$ cat src/saa_pkg.sv
// Shared constants for the shelf atlas allocator: field widths, opcodes,
// configuration register indexes and reset values.
// No dependencies.
package saa_pkg;

  localparam int RECT_W   = 14;
  localparam int CORNER_W = 15;
  localparam int PAD_W    = 8;
  localparam int CFG_IDX_W  = 2;
  localparam int CFG_DATA_W = 14;

  localparam int MAX_DIM_DEFAULT = 8192;

  localparam logic OP_ADD   = 1'b0;
  localparam logic OP_CLEAR = 1'b1;

  localparam logic [CFG_IDX_W-1:0] CFG_PAD_X = 2'd0;
  localparam logic [CFG_IDX_W-1:0] CFG_PAD_Y = 2'd1;

  localparam logic [PAD_W-1:0]  PAD_X_RST       = 8'd1;
  localparam logic [PAD_W-1:0]  PAD_Y_RST       = 8'd1;
  localparam logic [RECT_W-1:0] INIT_WIDTH_RST  = 14'd256;
  localparam logic [RECT_W-1:0] INIT_HEIGHT_RST = 14'd256;

endpackage

$ cat src/shelf_atlas_allocator_unit.sv
// Top level of the shelf atlas allocator: input register, placement logic,
// result register and configuration registers.
// Depends on saa_pkg.
//
// Usage:
//   Input channel (in_valid / in_stall) carries one request item: opcode add
//   with rect_width and rect_height, or opcode clear. Output channel
//   (out_valid / out_stall) returns exactly one result item per request:
//   placement corners, growth flag and the atlas size after the request.
//   Configuration channel (cfg_valid / cfg_ready, cfg_index, cfg_data) writes
//   pad_x (index 0) and pad_y (index 1); cfg_ready is always high. Writes to
//   indexes 2 and 3 are accepted and have no effect; the initial atlas size
//   only applies at reset. Write only while the block is idle.
// Timing:
//   out_valid rises after an accepted item has gone through one input register,
//   then the placement logic feeding the result register. One item per cycle is
//   sustained while out_stall is low; the placement state updates in the same
//   edge that loads the result register, so the next item sees it immediately.
// Reset and stall:
//   rst (synchronous) empties both registers and loads head = (1, 1), shelf
//   height 0 and a 256 x 256 atlas. While out_stall is high the result holds,
//   the input register fills and in_stall rises once both are occupied.
module shelf_atlas_allocator_unit #(
  parameter int MAX_DIM = saa_pkg::MAX_DIM_DEFAULT
) (
  input  logic                              clk,
  input  logic                              rst,
  input  logic                              in_valid,
  output logic                              in_stall,
  input  logic                              opcode,
  input  logic [saa_pkg::RECT_W-1:0]        rect_width,
  input  logic [saa_pkg::RECT_W-1:0]        rect_height,
  output logic                              out_valid,
  input  logic                              out_stall,
  output logic                              placed_ok,
  output logic [saa_pkg::RECT_W-1:0]        corner_x0,
  output logic [saa_pkg::RECT_W-1:0]        corner_y0,
  output logic [saa_pkg::CORNER_W-1:0]      corner_x1,
  output logic [saa_pkg::CORNER_W-1:0]      corner_y1,
  output logic                              atlas_grew,
  output logic [saa_pkg::RECT_W-1:0]        current_width,
  output logic [saa_pkg::RECT_W-1:0]        current_height,
  input  logic                              cfg_valid,
  output logic                              cfg_ready,
  input  logic [saa_pkg::CFG_IDX_W-1:0]     cfg_index,
  input  logic [saa_pkg::CFG_DATA_W-1:0]    cfg_data
);

  localparam int PW = $clog2(MAX_DIM + 1);
  localparam int DW = (PW > saa_pkg::RECT_W) ? PW : saa_pkg::RECT_W;
  localparam int EW = DW + 2;
  localparam logic [EW-1:0] PMAX = EW'(1) << (PW - 1);

  function automatic logic [DW-1:0] ceil_pow2(input logic [DW-1:0] v);
    logic [DW-1:0] m;
    logic          acc;
    m   = v - DW'(1);
    acc = 1'b0;
    for (int i = DW - 1; i >= 0; i--) begin
      acc  = acc | m[i];
      m[i] = acc;
    end
    return m + DW'(1);
  endfunction

  logic                        s1_valid;
  logic                        s1_opcode;
  logic [saa_pkg::RECT_W-1:0]  s1_w;
  logic [saa_pkg::RECT_W-1:0]  s1_h;
  logic                        s1_ready;
  logic                        s2_ready;
  logic                        s1_fire;

  logic [saa_pkg::PAD_W-1:0]   pad_x;
  logic [saa_pkg::PAD_W-1:0]   pad_y;
  logic [DW-1:0]               head_x;
  logic [DW-1:0]               head_y;
  logic [DW-1:0]               shelf_height;
  logic [DW-1:0]               atlas_width;
  logic [DW-1:0]               atlas_height;

  logic [DW-1:0]               head_x_next;
  logic [DW-1:0]               head_y_next;
  logic [DW-1:0]               shelf_height_next;
  logic [DW-1:0]               atlas_width_next;
  logic [DW-1:0]               atlas_height_next;
  logic                        placed_ok_next;
  logic [DW-1:0]               x0_next;
  logic [DW-1:0]               y0_next;
  logic [DW:0]                 x1_next;
  logic [DW:0]                 y1_next;
  logic                        grew_next;

  assign s2_ready  = !out_valid || !out_stall;
  assign s1_ready  = !s1_valid || s2_ready;
  assign s1_fire   = s1_valid && s2_ready;
  assign in_stall  = !s1_ready;
  assign cfg_ready = 1'b1;

  always_comb begin
    logic [EW-1:0] w_e;
    logic [EW-1:0] h_e;
    logic [EW-1:0] px_e;
    logic [EW-1:0] py_e;
    logic [EW-1:0] aw_e;
    logic [EW-1:0] ah_e;
    logic [EW-1:0] ex1;
    logic [EW-1:0] ey1;
    logic [EW-1:0] hy2;
    logic [EW-1:0] ex2;
    logic [EW-1:0] ey2;
    logic [EW-1:0] tx;
    logic [EW-1:0] ty;
    logic [EW-1:0] hpy;
    logic [DW-1:0] nw;
    logic [DW-1:0] nh;
    logic [DW-1:0] sh_base;
    logic          fit1;
    logic          fit2;
    logic          capped;

    w_e  = EW'(s1_w);
    h_e  = EW'(s1_h);
    px_e = EW'(pad_x);
    py_e = EW'(pad_y);
    aw_e = EW'(atlas_width);
    ah_e = EW'(atlas_height);
    ex1  = EW'(head_x) + w_e + px_e;
    ey1  = EW'(head_y) + h_e + py_e;
    hy2  = EW'(head_y) + EW'(shelf_height);
    ex2  = px_e + w_e + px_e;
    ey2  = hy2 + h_e + py_e;
    fit1 = (ex1 < aw_e) && (ey1 < ah_e);
    fit2 = (ex2 < aw_e) && (ey2 < ah_e);
    tx   = (ex2 > aw_e) ? ex2 : aw_e;
    ty   = (ey2 > ah_e) ? ey2 : ah_e;
    capped = (tx > PMAX) || (ty > PMAX);
    nw   = ceil_pow2(tx[DW-1:0]);
    nh   = ceil_pow2(ty[DW-1:0]);
    hpy  = h_e + py_e;

    head_x_next       = head_x;
    head_y_next       = head_y;
    shelf_height_next = shelf_height;
    atlas_width_next  = atlas_width;
    atlas_height_next = atlas_height;
    placed_ok_next    = 1'b0;
    x0_next           = '0;
    y0_next           = '0;
    x1_next           = '0;
    y1_next           = '0;
    grew_next         = 1'b0;
    sh_base           = shelf_height;

    case (s1_opcode)
      saa_pkg::OP_CLEAR: begin
        head_x_next       = DW'(pad_x);
        head_y_next       = DW'(pad_y);
        shelf_height_next = '0;
      end
      default: begin
        if (s1_w != '0 && s1_h != '0) begin
          if (fit1) begin
            x0_next = head_x;
            y0_next = head_y;
          end else begin
            x0_next           = DW'(pad_x);
            y0_next           = hy2[DW-1:0];
            sh_base           = '0;
            head_x_next       = DW'(pad_x);
            head_y_next       = hy2[DW-1:0];
            shelf_height_next = '0;
          end
          if (fit1 || fit2 || !capped) begin
            if (!fit1 && !fit2) begin
              atlas_width_next  = nw;
              atlas_height_next = nh;
              grew_next         = (nw != atlas_width) || (nh != atlas_height);
            end
            placed_ok_next    = 1'b1;
            x1_next           = (DW + 1)'(x0_next) + (DW + 1)'(s1_w);
            y1_next           = (DW + 1)'(y0_next) + (DW + 1)'(s1_h);
            head_x_next       = fit1 ? ex1[DW-1:0] : ex2[DW-1:0];
            shelf_height_next = (hpy > EW'(sh_base)) ? hpy[DW-1:0] : sh_base;
          end else begin
            x0_next = '0;
            y0_next = '0;
          end
        end
      end
    endcase
  end

  always_ff @(posedge clk) begin
    if (rst) begin
      s1_valid     <= 1'b0;
      out_valid    <= 1'b0;
      pad_x        <= saa_pkg::PAD_X_RST;
      pad_y        <= saa_pkg::PAD_Y_RST;
      head_x       <= DW'(saa_pkg::PAD_X_RST);
      head_y       <= DW'(saa_pkg::PAD_Y_RST);
      shelf_height <= '0;
      atlas_width  <= DW'(saa_pkg::INIT_WIDTH_RST);
      atlas_height <= DW'(saa_pkg::INIT_HEIGHT_RST);
    end else begin
      if (s1_ready) begin
        s1_valid <= in_valid;
      end
      if (s2_ready) begin
        out_valid <= s1_valid;
      end
      if (s1_fire) begin
        head_x       <= head_x_next;
        head_y       <= head_y_next;
        shelf_height <= shelf_height_next;
        atlas_width  <= atlas_width_next;
        atlas_height <= atlas_height_next;
      end
      if (cfg_valid && cfg_ready) begin
        case (cfg_index)
          saa_pkg::CFG_PAD_X: pad_x <= cfg_data[saa_pkg::PAD_W-1:0];
          saa_pkg::CFG_PAD_Y: pad_y <= cfg_data[saa_pkg::PAD_W-1:0];
          default: ;
        endcase
      end
    end
  end

  always_ff @(posedge clk) begin
    if (s1_ready && in_valid) begin
      s1_opcode <= opcode;
      s1_w      <= rect_width;
      s1_h      <= rect_height;
    end
    if (s1_fire) begin
      placed_ok      <= placed_ok_next;
      corner_x0      <= x0_next[saa_pkg::RECT_W-1:0];
      corner_y0      <= y0_next[saa_pkg::RECT_W-1:0];
      corner_x1      <= x1_next[saa_pkg::CORNER_W-1:0];
      corner_y1      <= y1_next[saa_pkg::CORNER_W-1:0];
      atlas_grew     <= grew_next;
      current_width  <= atlas_width_next[saa_pkg::RECT_W-1:0];
      current_height <= atlas_height_next[saa_pkg::RECT_W-1:0];
    end
  end

endmodule

$ cat config.mk
export PLATFORM = sky130hd
export DESIGN_NAME = shelf_atlas_allocator_unit
export DESIGN_NICKNAME = d
export VERILOG_FILES = /design/src/saa_pkg.sv /design/src/shelf_atlas_allocator_unit.sv
export SDC_FILE = /design/constraint.sdc
export NUM_CORES = 1
export LEC_CHECK = 0
export CAP_MARGIN = 30
export CORE_MARGIN = 2
export CORE_UTILIZATION = 45
export CTS_CLUSTER_SIZE = 24
export DETAILED_ROUTE_END_ITERATION = 10
export DONT_BUFFER_PORTS = 1
export SKIP_LAST_GASP = 1
export SYNTH_ARGS = -nofsm -noshare
export SYNTH_HDL_FRONTEND = slang
export SYNTH_SLANG_ARGS = --single-unit
$ cat constraint.sdc
create_clock -name clk -period 9.55 [get_ports clk]
set_input_delay 1.91 -clock clk [delete_from_list [all_inputs] [get_ports clk]]
set_output_delay 1.91 -clock clk [all_outputs]
set_load 0.1 [all_outputs]
==> metrics.md <==
| Metric | Value |
|---|---|
| Worst-Margin Slew | ~970 ps |
| Post-synthesis compound-gate area fraction | 18.7% |
| Minimum clock period | ~9000 ps |
| R2r endpoint | atlas_grew |
| Port Buffers | 0 |
| H-tree depth | 1 |
| Drt drc | 0 |
| Fin nets | approximately 2.2k |
| Post-DP Area | 18100 sq um |
| Area grow syn2layout | 9.07% |
| Worst Path Arrival | around 9300 ps |
| Via/cell ratio | roughly 5.8 |
| I/O Pins | between 100 and 150 |
| Largest net degree at the start of global routing | approximately 90 |
| Root buffer cell | clkbuf_16 |
| Final period util | 93.9% |
| Core area | around 38000 sq um |
| Pwr/cell area | 159 nW/um^2 |
| Distinct cells, synth | 102 |
| RSZ-0062 raised after global routing | yes |
| Sequential share of the synthesized area | between 30 and 40% |
| Top-count cell post-synth | nor2_1 |
| Total track usage | 23.5% |
| Worst hold path class | reg2reg |
| Die area | 40400 sq um |
| Endpoints failing setup | 0 |
| Yosys reg bits | 205 |
| Synth Cell Area | about 17000 sq um |
| # fillers | 3636 |
| Critical path's slowest cell | nor4_4 |
| Leakage power | between 7 and 8 nW |
| CP peak stage delay | approximately 530 ps |
| Initial antenna violation count | 0 |
| Buf/Inv on CP | 4 |
| CTS sink cnt | approximately 200 |
| Adder-Cell Fraction of Synth Area | ~17% |
| Total grt overflow | 0 |
| Clock Tree Buf Depth | 3 |
| Main combinational cell family by area after synthesis | compound AO/OA/AOI/OAI gates |
| Area share of the largest cell type after synthesis | 20.1% |
| Area leader, netlist | edfxtp_1 |
| Synth area leaders | edfxtp_1 (20%), ha_1 (13%), dfxtp_1 (10%), nor2_1 (4.8%), xnor2_1 (4.8%) |
| Crit path launch type | register |
| Critical-path maximum fanout | 7 |
| Synth Area in Simple Gates | around 18% |
| Hold depth | 2 |
| Post-Synth XOR/XNOR Area | 6.18% |
| Synth top cells by count | nor2_1 (222), ha_1 (186), a21oi_1 (149), inv_1 (141), nand2_1 (128) |
| Final ANT Viol Nets | 0 |
| Max Slew Vio Count | 0 |
| RR Startpoint | head_y[0] |
| Synth warn | 0 |
| Initial Util | between 40% and 50% |
| Post-synth ARST share | 0% |
| DIE WIDTH | roughly 200 microns |
| Skew final | about 29 ps |
| Avg WL per Cell | slightly below 20 microns |
| Ys flop type | edfxtp_1 |
| Reg clk slew, reported paths | approximately 60 ps |
| Max-slew headroom | between 30 and 40% |
| Required @ worst endpoint | a little under 10000 ps |
| Critical path's top delay family | compound AO/OA/AOI/OAI gates |
| CTS tree | done |
| Avg Inst Size Synth | about 8.9 sq um |
| Core Rows | around 70 |
| Die Y | around 200 microns |
| Layout Utilization | between 40% and 50% |
| Worst-Skew Late Latency | roughly 550 ps |
| 1st-pass router iterations | 5 |
| Hold EP | head_x[2] |
| Worst path most repeated cell | o21ai_0 |
| DR iter-0 viols | between 900 and 1k |
| Routability Congestion | slightly below 0.9 |
| Syn nets | between 2k and 2.5k |
| Hold wc startpoint | head_x[2] |
| Critical path capture point type | register |
| Worst-case vdd ir drop | about 130 uV |
| Num CTS Buffers | 24 |
| Max-Cap Viols | 0 |
| R2R Setup Slk | approximately 580 ps |
| Layout Cell Area excl Fill | about 19000 sq um |
| Post-synth EDFFs | 117 |
| Pre-CTS setup slack | around 400 ps |
| F_max | roughly 0.11 GHz |
| Final Hold Viols | 0 |
| R2R depth | between 40 and 50 |
| CP Class | reg2reg |
| Layout cells sized above 1 | under 10% |
| Mux contribution to synthesized area | 4.90% |
| Routed WL | 48.8 mm |
| Status | completed |
| Post-layout worst setup margin | just under 600 ps |
| Antenna cells | 0 |
| Hold Slack | roughly 490 ps |
| Post-synthesis cell count | approximately 2.0k |
| Vias in the first global route | 13.7k |
| Post-DP HPWL | 37.4 mm |
| Vias post-DR | 14.4k |
| Global-route wire length before repair | around 76 mm |
sequential cells by signal, summed over array words and instances, names as in the netlist, 8 cells and up:
name / cells
corner_y1: 15
current_height: 14
s1_w: 14
atlas_width: 14
pad_x: 8
corner_x1: 15
atlas_height: 14
s1_h: 14
corner_x0: 14
current_width: 14
head_y: 14
shelf_height: 14
pad_y: 8
head_x: 14
corner_y0: 14
power by group:
part	internal (W)	leakage, nW	total (W)	switching [W]
Sequential	0.000984	1.84	0.00117	0.000190
Clock	0.000513	0.384	0.000894	0.000381
Combinational	0.000384	5.45	0.000956	0.000572
Total	0.00188	7.67	0.00302	0.00114
metrics by stage:
stage	cells	power [W]	TNS (ps)
after floorplan	1961	0.00189	0
after global placement	2433	0.00210	0
after detailed placement	2435	0.00212	0
after CTS	2479	0.00302	0
after global routing	2489	0.00319	-113
final	2489	0.00302	0
logic make-up after synthesis:
family                   Yosys count
AO/OA/AOI/OAI                    491
AND/OR/NAND/NOR                  628
XOR/XNOR                         121
flip-flops                       205
adder cells (fa/ha/maj)          218
buffers and inverters            219
multiplexers                      78
other                              1
per-layer routing:
layer  GRT usage [%]  up-vias  share of wire (%)
met3            2.58       84                4.1
met2            41.2      332                 49
met1            30.6     6877                 44
met5               0        -                  0
li1                -     7115                  -
met4            6.85        0                2.8
final cells by class:
cell class,instances,area [sq um],area share [%]
inverters,146,548,2.88
repair buffers,39,387,2.03
flip-flops and latches,205,5280,27.7
clock buffers,35,702,3.69
clock inverters,9,66.3,0.348
multi-input cells,1537,11400,59.9
well taps,518,648,3.40
cells in the final DEF (no fill, tap or decap), types with 11 or more instances in the layout:
cell type  synthesis  layout
nor2_1           222     221
ha_1             186     185
a21oi_1          149     147
inv_1            141     141
nand2_1          128     128
edfxtp_1         117     117
xnor2_1           95      95
dfxtp_1           88      88
o21ai_0           85      82
nor3_1            44      44
and2_1            39      39
mux2_2            38      38
mux2i_1           36      35
fa_1              32      32
buf_4              1      31
a21o_1            30      30
nand3_1           30      30
clkbuf_16          0      26
xor2_1            25      25
o21bai_1          24      24
o21a_1            23      23
a22oi_1           22      22
nor4_1            20      20
a211oi_1          21      18
nand4_1           18      18
and3_1            16      16
nand2b_1          16      16
or3_1             15      15
nor2b_1           15      13
a31oi_1           13      13
o211ai_1          12      12
or4_1             11      11
worst max-delay path by stage:
stage / to / depth (start not counted) / start / slack [ps]
2_1_floorplan: atlas_grew / 42 / head_y[0] / 1100
3_3_place_gp: atlas_grew / 40 / head_y[0] / 480
3_5_place_dp: atlas_grew / 40 / head_y[0] / 400
4_1_cts: atlas_grew / 40 / head_y[0] / 280
5_1_grt: atlas_grew / 40 / head_y[0] / -110
6_report: atlas_grew / 41 / head_y[0] / 580
what timing repair did:
action                     in CTS  in global routing
hold buffers                    0                  0
setup buffers                   0                  5
setup endpoints to repair       0                109
resized for setup               0                 21
tightest hold or removal path: stages, from the launching register on:
cell and delay [ps]:
dfxtp_1 330, nand2_1 60, a21oi_1 50
Note: power is estimated with default switching activity, not from simulation.
